### config.mk
export PLATFORM = sky130hd
export DESIGN_NAME = keyed_process_queue_flat
export DESIGN_NICKNAME = d
export VERILOG_FILES = /design/src/rtl/core/kpq_pkg.sv /design/src/rtl/core/kpq_req_if.sv /design/src/rtl/core/kpq_rsp_if.sv /design/src/rtl/core/keyed_process_queue.sv /design/src/rtl/core/kpq_cell.sv /design/src/flat_wrapper.sv
export SDC_FILE = /design/constraint.sdc
export NUM_CORES = 1
export LEC_CHECK = 0
export BUFFER_PORTS_ARGS = -buffer_cell sky130_fd_sc_hd__buf_2
export CORE_ASPECT_RATIO = 1.2
export CORE_UTILIZATION = 65
export CTS_BUF_LIST = sky130_fd_sc_hd__clkbuf_8 sky130_fd_sc_hd__clkbuf_16
export DETAILED_ROUTE_END_ITERATION = 10
export PLACE_DENSITY = 0.82
export SLEW_MARGIN = 10
export SYNTH_ARGS = -nofsm -noshare
export SYNTH_HDL_FRONTEND = slang
export SYNTH_HIERARCHICAL = 1
export SYNTH_SLANG_ARGS = --single-unit
### constraint.sdc
create_clock -name clock -period 8.6 [get_ports clock]
set_input_delay 0 -clock clock [delete_from_list [all_inputs] [get_ports clock]]
set_output_delay 0 -clock clock [all_outputs]
set_load 0.01 [all_outputs]
### src/rtl/core/kpq_pkg.sv
package kpq_pkg;

   localparam int DepthDefault = 16;

   localparam int ActionW = 3;
   localparam int PidW    = 15;
   localparam int WordW   = 16;
   localparam int StatusW = 3;
   localparam int CountW  = 5;

   typedef enum logic [ActionW-1:0] {
      ACT_ADD    = 3'd0,
      ACT_REMOVE = 3'd1,
      ACT_FIND   = 3'd2,
      ACT_PEEK   = 3'd3,
      ACT_CLEAR  = 3'd4
   } action_type;

   typedef enum logic [StatusW-1:0] {
      STAT_OK        = 3'd0,
      STAT_DUP       = 3'd1,
      STAT_FULL      = 3'd2,
      STAT_NOT_FOUND = 3'd3,
      STAT_EMPTY     = 3'd4
   } status_type;

   // One queue entry as it is held in a cell.
   typedef struct packed {
      logic [PidW-1:0]  pid;
      logic [WordW-1:0] burst;
      logic [WordW-1:0] mem_size;
   } entry_type;

   localparam int EntryW = $bits(entry_type);

   // Per-cell control from the sequencer.
   typedef struct packed {
      logic capture;   // latch the key compare for a new request
      logic load_new;  // store the entry being appended
      logic shift;     // take the neighbor's entry (compaction on remove)
   } cell_ctl_type;

endpackage

### src/rtl/core/kpq_req_if.sv
interface kpq_req_if;
   logic                        valid;
   logic                        ready;
   logic [kpq_pkg::ActionW-1:0] action;
   logic [kpq_pkg::PidW-1:0]    pid;
   logic [kpq_pkg::WordW-1:0]   burst;
   logic [kpq_pkg::WordW-1:0]   mem_size;

   modport source (output valid, action, pid, burst, mem_size, input ready);
   modport sink   (input valid, action, pid, burst, mem_size, output ready);
endinterface

### src/rtl/core/kpq_rsp_if.sv
interface kpq_rsp_if;
   logic                        valid;
   logic                        ready;
   logic [kpq_pkg::StatusW-1:0] status;
   logic [kpq_pkg::PidW-1:0]    out_pid;
   logic [kpq_pkg::WordW-1:0]   out_burst;
   logic [kpq_pkg::WordW-1:0]   out_mem_size;
   logic [kpq_pkg::CountW-1:0]  count;

   modport source (output valid, status, out_pid, out_burst, out_mem_size, count,
                   input ready);
   modport sink   (input valid, status, out_pid, out_burst, out_mem_size, count,
                   output ready);
endinterface

### src/rtl/core/keyed_process_queue.sv
// Ordered process queue with removal by process id.
// A request on req_chan carries an action (add, remove, find, peek, clear),
// a process id and, for an add, the burst length and memory size to store.
// Every request gives exactly one response on rsp_chan: a status, the entry
// returned by remove, find or peek (zero otherwise) and the entry count
// after the request. Both channels use a valid/ready handshake.
// In the accept cycle of a request every cell compares its stored id
// with the key, and in the following cycle the sequencer resolves the
// hit, updates the cells (append, one-step compaction or clear) and loads
// the response register, which drives the response. A new request is only
// taken once the previous one is resolved. The response register lets the
// next request be accepted while the previous response still waits; if the
// receiver stalls longer, the sequencer holds its resolve state and leaves
// the queue unchanged until the response register frees up.
// Reset empties the queue and drops any pending response. Slot contents
// are not cleared; a slot is only read once it holds a queued entry.
module keyed_process_queue #(
   parameter int DEPTH = kpq_pkg::DepthDefault
) (
   input logic        clock,
   input logic        reset,
   kpq_req_if.sink    req_chan,
   kpq_rsp_if.source  rsp_chan
);

   localparam int CntW = $clog2(DEPTH + 1);

   typedef enum logic [1:0] {
      ST_IDLE = 2'b01,
      ST_EXEC = 2'b10
   } state_type;

   typedef struct packed {
      logic [kpq_pkg::ActionW-1:0] action;
      kpq_pkg::entry_type          entry;
   } req_type;

   typedef struct packed {
      logic [kpq_pkg::StatusW-1:0] status;
      kpq_pkg::entry_type          entry;
      logic [kpq_pkg::CountW-1:0]  count;
   } rsp_type;

   state_type state_ff, state_in;
   req_type   req_ff;
   logic [CntW-1:0] cnt_ff, cnt_in;
   logic      rsp_valid_ff, rsp_valid_in;
   rsp_type   rsp_ff, rsp_in;

   logic req_fire;
   logic exec_fire;

   kpq_pkg::entry_type   cell_entry [DEPTH];
   kpq_pkg::cell_ctl_type cell_ctl [DEPTH];
   logic [DEPTH-1:0]     match_vec;
   logic [DEPTH-1:0]     valid_vec;
   logic [DEPTH-1:0]     prefix_vec;

   logic               hit;
   logic               empty;
   logic               full;
   logic               do_add;
   logic               do_remove;
   kpq_pkg::entry_type found_entry;
   logic [CntW+kpq_pkg::CountW-1:0] cnt_ext;

   assign req_chan.ready = (state_ff == ST_IDLE);
   assign req_fire       = req_chan.valid && req_chan.ready;
   assign exec_fire      = (state_ff == ST_EXEC) && (!rsp_valid_ff || rsp_chan.ready);

   // The row of cells. Cell 0 is the head of the queue.
   for (genvar i = 0; i < DEPTH; i++) begin : g_cell
      localparam logic [DEPTH-1:0] LowMask = {DEPTH{1'b1}} >> (DEPTH - 1 - i);
      kpq_pkg::entry_type next_entry;

      if (i == DEPTH - 1) begin : g_last
         assign next_entry = cell_entry[i];
      end else begin : g_mid
         assign next_entry = cell_entry[i+1];
      end

      assign valid_vec[i]  = CntW'(i) < cnt_ff;
      // Ids are unique in the queue, so every cell at or after the hit closes up.
      assign prefix_vec[i] = |(match_vec & LowMask);

      assign cell_ctl[i].capture  = req_fire;
      assign cell_ctl[i].load_new = do_add && (cnt_ff == CntW'(i));
      assign cell_ctl[i].shift    = do_remove && prefix_vec[i];

      kpq_cell u_cell (
         .clock      (clock),
         .ctl        (cell_ctl[i]),
         .slot_valid (valid_vec[i]),
         .key        (req_chan.pid),
         .new_entry  (req_ff.entry),
         .next_entry (next_entry),
         .entry      (cell_entry[i]),
         .match      (match_vec[i])
      );
   end

   // At most one cell matches, so an AND-OR mux picks the hit entry.
   always_comb begin
      found_entry = '0;
      for (int i = 0; i < DEPTH; i++) begin
         found_entry = kpq_pkg::entry_type'(found_entry |
                       (cell_entry[i] & {kpq_pkg::EntryW{match_vec[i]}}));
      end
   end

   assign hit   = |match_vec;
   assign empty = (cnt_ff == '0);
   assign full  = (cnt_ff == CntW'(DEPTH));

   assign do_add    = exec_fire && (req_ff.action == kpq_pkg::ACT_ADD) && !hit && !full;
   assign do_remove = exec_fire && (req_ff.action == kpq_pkg::ACT_REMOVE) && !empty && hit;

   // Resolve the request and build the response.
   always_comb begin
      cnt_in               = cnt_ff;
      rsp_in.status        = kpq_pkg::STAT_OK;
      rsp_in.entry         = '0;
      case (req_ff.action) inside
         kpq_pkg::ACT_ADD: begin
            if (hit) begin
               rsp_in.status = kpq_pkg::STAT_DUP;
            end else if (full) begin
               rsp_in.status = kpq_pkg::STAT_FULL;
            end else begin
               cnt_in = cnt_ff + CntW'(1);
            end
         end
         kpq_pkg::ACT_REMOVE, kpq_pkg::ACT_FIND: begin
            if (empty) begin
               rsp_in.status = kpq_pkg::STAT_EMPTY;
            end else if (!hit) begin
               rsp_in.status = kpq_pkg::STAT_NOT_FOUND;
            end else begin
               rsp_in.entry = found_entry;
               if (req_ff.action == kpq_pkg::ACT_REMOVE) begin
                  cnt_in = cnt_ff - CntW'(1);
               end
            end
         end
         kpq_pkg::ACT_PEEK: begin
            if (empty) begin
               rsp_in.status = kpq_pkg::STAT_EMPTY;
            end else begin
               rsp_in.entry = cell_entry[0];
            end
         end
         kpq_pkg::ACT_CLEAR: begin
            cnt_in = '0;
         end
         default: begin
            // Unknown actions leave the queue alone and report success.
         end
      endcase
      // The count field is five bits wide and wraps for deep queues.
      cnt_ext      = {{kpq_pkg::CountW{1'b0}}, cnt_in};
      rsp_in.count = cnt_ext[kpq_pkg::CountW-1:0];
   end

   // Sequencer and response register.
   always_comb begin
      state_in     = state_ff;
      rsp_valid_in = rsp_valid_ff;
      if (rsp_valid_ff && rsp_chan.ready) begin
         rsp_valid_in = 1'b0;
      end
      unique case (state_ff)
         ST_IDLE: begin
            if (req_fire) begin
               state_in = ST_EXEC;
            end
         end
         ST_EXEC: begin
            if (exec_fire) begin
               state_in     = ST_IDLE;
               rsp_valid_in = 1'b1;
            end
         end
         default: begin
            state_in = ST_IDLE;
         end
      endcase
   end

   always_ff @(posedge clock) begin
      if (reset) begin
         state_ff     <= ST_IDLE;
         cnt_ff       <= '0;
         rsp_valid_ff <= 1'b0;
      end else begin
         state_ff     <= state_in;
         rsp_valid_ff <= rsp_valid_in;
         if (exec_fire) begin
            cnt_ff <= cnt_in;
         end
      end
   end

   always_ff @(posedge clock) begin
      if (req_fire) begin
         req_ff.action         <= req_chan.action;
         req_ff.entry.pid      <= req_chan.pid;
         req_ff.entry.burst    <= req_chan.burst;
         req_ff.entry.mem_size <= req_chan.mem_size;
      end
      if (exec_fire) begin
         rsp_ff <= rsp_in;
      end
   end

   assign rsp_chan.valid        = rsp_valid_ff;
   assign rsp_chan.status       = rsp_ff.status;
   assign rsp_chan.out_pid      = rsp_ff.entry.pid;
   assign rsp_chan.out_burst    = rsp_ff.entry.burst;
   assign rsp_chan.out_mem_size = rsp_ff.entry.mem_size;
   assign rsp_chan.count        = rsp_ff.count;

   // The queue never holds more entries than it has cells.
   a_count_bound: assert property (@(posedge clock) disable iff (reset)
      cnt_ff <= CntW'(DEPTH))
      else $error("entry count exceeds queue depth");

   // Ids are unique, so a key hits at most one cell.
   a_single_hit: assert property (@(posedge clock) disable iff (reset)
      (state_ff == ST_EXEC) |-> $onehot0(match_vec))
      else $error("key matched more than one cell");

   // An accepted request enters its resolve state in the next cycle.
   a_accept_exec: assert property (@(posedge clock) disable iff (reset)
      req_fire |=> (state_ff == ST_EXEC))
      else $error("accepted request did not enter its resolve cycle");

   // A response only appears at the end of a resolve cycle.
   a_rsp_source: assert property (@(posedge clock) disable iff (reset)
      $rose(rsp_valid_ff) |-> $past(state_ff == ST_EXEC))
      else $error("response raised outside a resolve cycle");

endmodule

### src/rtl/core/kpq_cell.sv
// One queue slot: holds an entry, compares it against the request key and
// takes its right-hand neighbor's entry when the queue closes a gap.
module kpq_cell (
   input  logic                     clock,
   input  kpq_pkg::cell_ctl_type    ctl,
   input  logic                     slot_valid,
   input  logic [kpq_pkg::PidW-1:0] key,
   input  kpq_pkg::entry_type       new_entry,
   input  kpq_pkg::entry_type       next_entry,
   output kpq_pkg::entry_type       entry,
   output logic                     match
);

   kpq_pkg::entry_type entry_ff;
   logic               match_ff;

   always_ff @(posedge clock) begin
      if (ctl.capture) begin
         match_ff <= slot_valid && (entry_ff.pid == key);
      end
      if (ctl.load_new) begin
         entry_ff <= new_entry;
      end else if (ctl.shift) begin
         entry_ff <= next_entry;
      end
   end

   assign entry = entry_ff;
   assign match = match_ff;

endmodule

### src/flat_wrapper.sv
// flat-port wrapper written by rule: the top's interface ports become plain ports
module keyed_process_queue_flat 
#(
   parameter int DEPTH = kpq_pkg::DepthDefault
)
  (clock, reset, req_chan_valid, req_chan_action, req_chan_pid, req_chan_burst, req_chan_mem_size, req_chan_ready, rsp_chan_valid, rsp_chan_status, rsp_chan_out_pid, rsp_chan_out_burst, rsp_chan_out_mem_size, rsp_chan_count, rsp_chan_ready);
  kpq_req_if req_chan_i ();
  kpq_rsp_if rsp_chan_i ();
  input logic clock;
  input logic reset;
  input wire logic [$bits(req_chan_i.valid)-1:0] req_chan_valid;
  input wire logic [$bits(req_chan_i.action)-1:0] req_chan_action;
  input wire logic [$bits(req_chan_i.pid)-1:0] req_chan_pid;
  input wire logic [$bits(req_chan_i.burst)-1:0] req_chan_burst;
  input wire logic [$bits(req_chan_i.mem_size)-1:0] req_chan_mem_size;
  output wire logic [$bits(req_chan_i.ready)-1:0] req_chan_ready;
  output wire logic [$bits(rsp_chan_i.valid)-1:0] rsp_chan_valid;
  output wire logic [$bits(rsp_chan_i.status)-1:0] rsp_chan_status;
  output wire logic [$bits(rsp_chan_i.out_pid)-1:0] rsp_chan_out_pid;
  output wire logic [$bits(rsp_chan_i.out_burst)-1:0] rsp_chan_out_burst;
  output wire logic [$bits(rsp_chan_i.out_mem_size)-1:0] rsp_chan_out_mem_size;
  output wire logic [$bits(rsp_chan_i.count)-1:0] rsp_chan_count;
  input wire logic [$bits(rsp_chan_i.ready)-1:0] rsp_chan_ready;
  assign req_chan_i.valid = req_chan_valid;
  assign req_chan_i.action = req_chan_action;
  assign req_chan_i.pid = req_chan_pid;
  assign req_chan_i.burst = req_chan_burst;
  assign req_chan_i.mem_size = req_chan_mem_size;
  assign req_chan_ready = req_chan_i.ready;
  assign rsp_chan_valid = rsp_chan_i.valid;
  assign rsp_chan_status = rsp_chan_i.status;
  assign rsp_chan_out_pid = rsp_chan_i.out_pid;
  assign rsp_chan_out_burst = rsp_chan_i.out_burst;
  assign rsp_chan_out_mem_size = rsp_chan_i.out_mem_size;
  assign rsp_chan_count = rsp_chan_i.count;
  assign rsp_chan_i.ready = rsp_chan_ready;
  keyed_process_queue #(.DEPTH(DEPTH)) u_core (.clock(clock), .reset(reset), .req_chan(req_chan_i), .rsp_chan(rsp_chan_i));
endmodule
After elaboration in Yosys (flattened, before gate mapping)
Index checks and enable logic that the tools add are counted.
{"block": "op_classes", "reduce_logical": 95, "eq_ne": 40, "bitwise": 31, "n_addsub": 2, "muxes": 58, "n_lt_le_gt_ge": 16}
{"cell": "$mux 47", "count": 35}
{"cell": "$and 47x47->47", "count": 16}
{"cell": "$or 47x47->47", "count": 15}
{"cell": "$eq 15x15->1", "count": 16}
{"cell": "$logic_and 1x1->1", "count": 56}
{"cell": "$mux 5", "count": 9}
{"cell": "$eq 5x4->1 const B", "count": 8}
{"cell": "$lt 4x5->1 const A", "count": 8}
{"cell": "$reduce_bool 2->1", "count": 15}
{"cell": "$eq 5x3->1 const B", "count": 4}
{"cell": "$lt 3x5->1 const A", "count": 4}
{"cell": "$mux 3", "count": 6}
{"cell": "$reduce_or 16->1", "count": 1}
{"cell": "$reduce_or 15->1", "count": 1}
{"cell": "$reduce_or 14->1", "count": 1}
{"cell": "$reduce_or 13->1", "count": 1}
{"cell": "$reduce_or 12->1", "count": 1}
{"cell": "$reduce_or 11->1", "count": 1}
{"cell": "$eq 5x2->1 const B", "count": 2}
{"cell": "$lt 1x5->1 const A", "count": 2}
{"cell": "$lt 2x5->1 const A", "count": 2}
{"cell": "$reduce_or 10->1", "count": 1}
{"cell": "$reduce_or 9->1", "count": 1}
{"cell": "$mux 2", "count": 4}
{"cell": "25 further kinds", "count": 32}
{"block": "word_totals", "in_bits": 54, "register_bits": 881, "word_cells": 318}

Depth between registers and ports, before layout
{"block": "depth", "depth_word": 19, "ltp_mapped": 11, "mapped_depth_nobuf": 8}

By module
The synthesis kept the hierarchy.
{"module": "kpq_cell", "cells_per_inst": 121, "area_per_inst_um2": 2254.7, "seq_area_each_um2": 1441.4, "n_inst": 16}
{"module": "keyed_process_queue", "cells_per_inst": 996, "area_per_inst_um2": 9034.9, "seq_area_each_um2": 3313.2, "n_inst": 1}

Least setup slack after synthesis
No wires, ideal clock.
{"block": "synth_path", "kind": "reg-to-reg", "from": "register u_core.g_cell[0].u_cell.match_ff", "to": "register u_core.g_cell[11].u_cell.entry_ff, in the netlist u_core/g_cell[11].u_cell/entry[0], enable pin", "period_less_slack_ps": 4341, "t_required_ps": 8193, "path_stages_with_launch": 10, "setup_slack_ps": 4259, "arrival_ps": 3934, "cell_sequence": "edfxtp_1 clkbuf_2 or4_4 or4_4 nor4_4 or4b_1 nor2_1 buf_6 buf_6 or2_1"}
{"item": "start, declared", "line_no": "kpq_cell.sv:15", "text": "logic match_ff;"}
{"item": "start signal, assigned", "line_no": "kpq_cell.sv:19", "text": "match_ff <= slot_valid && (entry_ff.pid == key);"}
{"item": "end signal, assigned", "line_no": "kpq_cell.sv:22", "text": "entry_ff <= new_entry;"}
{"item": "end signal, assigned", "line_no": "kpq_cell.sv:24", "text": "entry_ff <= next_entry;"}
{"item": "end, declared", "line_no": "kpq_cell.sv:14", "text": "kpq_pkg::entry_type entry_ff;"}

==> out/results.tsv <==
stage	metric	value	unit
clock_network	root_buffer	clkbuf_16	
synthesis	synth.most_common_cell	edfxtp_1	
placement	placed_area	46100	um2
floorplanning	io_pins	111	
detailed_routing	avgViaCountPerCell	7.61	
pwr	switchingPower	2.05	mW
floorplanning	fp-row-count	105	
placement	place.port_buffers	110	
clock_network	clockBufferDepth	3	
detailed_routing	ant_nets	0	
sta	whs	0.0532	ns
pwr	powerDensity	187	nW/um2
synthesis	syn_inst	2932	
synthesis	yosysTopAreaCell	edfxtp_1	
finish	area_delta_synth_final	10.1	%
finish	post-route-cell-area	49700	um2
floorplanning	fp.dieArea	70500	um2
job	maxCapViolations	0	
critical_path	arrival	5.74	ns
critical_path	r2r_end	u_core/g_cell[11].u_cell/entry[21]$_DFFE_PP_	
finish	diodes	0	
clock_network	clkTransAtPathRegs	0.06	ns
global_routing	grt_max_degree	56	
sta	rsz0062_at_grt	false	
floorplanning	die_x	242	um
synthesis	netlist_area	45100	um2
sta	tightest_slew	1.25	ns
detailed_routing	wl_per_cell	35.5	um
finish	drive_gt1_frac	0.349	
finish	final_cells	4011	
clock_network	cts_buffers	86	
clock_network	cts_tree	yes	
critical_path	path_class	reg2reg	
synthesis	synthTopCellsByCount	edfxtp_1, mux2_2, mux2_4	
sta	finalCritPeriodShare	0.635	
pwr	p_leak	14.7	nW
detailed_routing	routed_wl	143000	um
detailed_routing	drtIter0Drc	4459	
min_path	worstHoldStart	req_chan_burst[0]	
critical_path	start_kind	flip-flop	
synthesis	netlist.area_leader.share	0.581	
finish	nets	3089	
pwr	pwr-share-clk	0.441	
sta	slew_headroom	0.167	
critical_path	crit_required	8.87	ns
placement	post-place-ws	3.31	ns
synthesis	synthesis.nets	2991	
pwr	seqPwrFrac	0.513	
synthesis	ys_warn_count	6	
floorplanning	start_util	0.659	
finish	final_util	0.725	
global_routing	grt_overflow	0	
sta	tns	0	ns
synthesis	seq_area_frac_synth	0.585	
global_routing	antenna_found_initial	2	
min_path	hold_path_end	u_core/req_ff[16]$_DFFE_PP_	
clock_network	cts_max_level	3	
synthesis	ys_ff_latch	881	
finish	fillers	4200	
critical_path	worst_setup_path_end_kind	flip-flop	
floorplanning	die_height	291	um
status	status	complete, no violations	
critical_path	worstSetupStartpoint	u_core/g_cell[2].u_cell/match$_DFFE_PP_	
min_path	hold_class	in2reg	
detailed_routing	drt_pre_antenna_iters	6	
synthesis	synth_ff_type	edfxtp_1	
critical_path	timing.rr.start	u_core/g_cell[2].u_cell/match$_DFFE_PP_	
floorplanning	core_region_area	68400	um2
critical_path	cp_max_fo	49	
pwr	peakVddDrop	0.000192	V
pwr	power	9.27	mW
sta	min_period	5.46	ns
detailed_routing	vias	30500	
pwr	p_int	7.22	mW
global_routing	grt_pass1_wl	207000	um
global_routing	grt_pass1_vias	31100	
clock_network	cts_sinks	881	
synthesis	async_flop_share	0	
sta	hold_viol	0	
placement	hpwl	77600	um
sta	slew_viol_final	0	
critical_path	rr_worst_depth	8	
sta	fin_skew	0.0279	ns
sta	setup_viol	0	
critical_path	rrSetupSlack	3.14	ns
placement	place_inst	3798	
sta	fin_ws	3.14	ns
global_routing	grt_use_total	0.401	
synthesis	synth_cell_types	58	
clock_network	worstSkewPairLatency	0.66	ns
synthesis	synth_edf_count	873	
sta	max_clock_freq	183	MHz
placement	gp_congestion	0.953	
synthesis	netlist_top_cells_area	edfxtp_1, mux2_2, mux2_4	
clock_network	postCtsResizedCells	0	
pwr	netSwitchingFraction	0.221	
min_path	whs_path_depth	2	
pwr	combPwrFrac	0.046	
synthesis	synth.avg_cell_area	15.4	um2
detailed_routing	drc_errors	0	
[worst max-delay path: stages, from the launching register on]
cell and delay (ns):
edfxtp_1 0.38, buf_4 0.43, or4_4 0.69, or4_4 0.60, nor4_4 0.51, or4b_1 0.60
nor2_4 0.12, buf_4 0.79, or2_4 0.89
[metal layers]
layer | vias up | share of wire | GRT usage
li1 | 12000 | - | -
met1 | 15100 | 0.34 | 0.500
met2 | 2740 | 0.46 | 0.637
met3 | 775 | 0.12 | 0.0824
met4 | 4 | 0.075 | 0.260
met5 | - | 0.00016 | 0
[area by class of cell]
class | count | area [um2] | area share
repair buffers | 204 | 1390 | 0.0280
well taps | 909 | 1140 | 0.0229
clock inverters | 70 | 787 | 0.0159
multi-input cells | 1845 | 17700 | 0.356
flip-flops and latches | 881 | 26400 | 0.531
inverters | 12 | 46.3 | 0.000932
clock buffers | 90 | 2230 | 0.0449
[kinds of logic after synthesis]
kind of cell | count (synthesis) | synth area share
DFF | 881 | 0.585
muxes | 752 | 0.213
AOI/OAI and AO/OA | 503 | 0.0860
and+or+nand+nor | 345 | 0.0422
xor gates and xnor gates | 240 | 0.0466
buffers and inverters | 206 | 0.0261
adders and majority gates | 5 | 0.00139
[flip-flops by register name, summed over array words and instances (netlist names)]
name                          flops
u_core/rsp_chan.out_mem_size     16
u_core/state_ff                   2
u_core/cnt_ff                     5
u_core/rsp_chan.status            3
u_core/rsp_chan.out_burst        16
u_core/req_ff                    50
u_core/rsp_chan.valid             1
u_core/g_cell.u_cell/match       16
u_core/g_cell.u_cell/entry      752
u_core/rsp_chan.count             5
u_core/rsp_chan.out_pid          15
[worst max-delay path by stage]
stage	end	slack (ns)	depth (start not counted)
finish	u_core/g_cell[11].u_cell/entry[21]$_DFFE_PP_	3.14	8
global route	u_core/g_cell[11].u_cell/entry[8]$_DFFE_PP_	3.15	8
CTS	u_core/g_cell[11].u_cell/entry[35]$_DFFE_PP_	3.31	8
detailed placement	u_core/g_cell[11].u_cell/entry[27]$_DFFE_PP_	3.31	8
global placement	u_core/g_cell[8].u_cell/entry[22]$_DFFE_PP_	3.35	8
floorplan	u_core/g_cell[11].u_cell/entry[0]$_DFFE_PP_	4.26	9
[placed cells by master, fill, tap and decap left out, types with 45 or more instances in the layout]
cell type / instances
edfxtp_1: 873
mux2_2: 448
mux2_4: 304
xnor2_1: 240
a22oi_1: 172
nand4_1: 116
a221oi_1: 114
a22o_1: 113
buf_2: 110
clkbuf_16: 88
dlygate4sd3_1: 53
nor2_1: 53
nand2_1: 45
[what timing repair did]
item | 4_1_cts | 5_1_grt
setup buffers | 0 | 0
hold buffers | 53 | 0
hold endpoints to repair | 70 | 0
[power by group through the flow]
stage	Sequential [mW]	Clock, mW	Combinational (mW)
floorplan	4.81	0	0.222
global placement	4.84	0	0.370
detailed placement	4.84	0	0.379
CTS	4.75	4.11	0.401
global route	4.76	4.26	0.429
finish	4.76	4.09	0.423
Note: power is estimated with default switching activity, not from simulation.
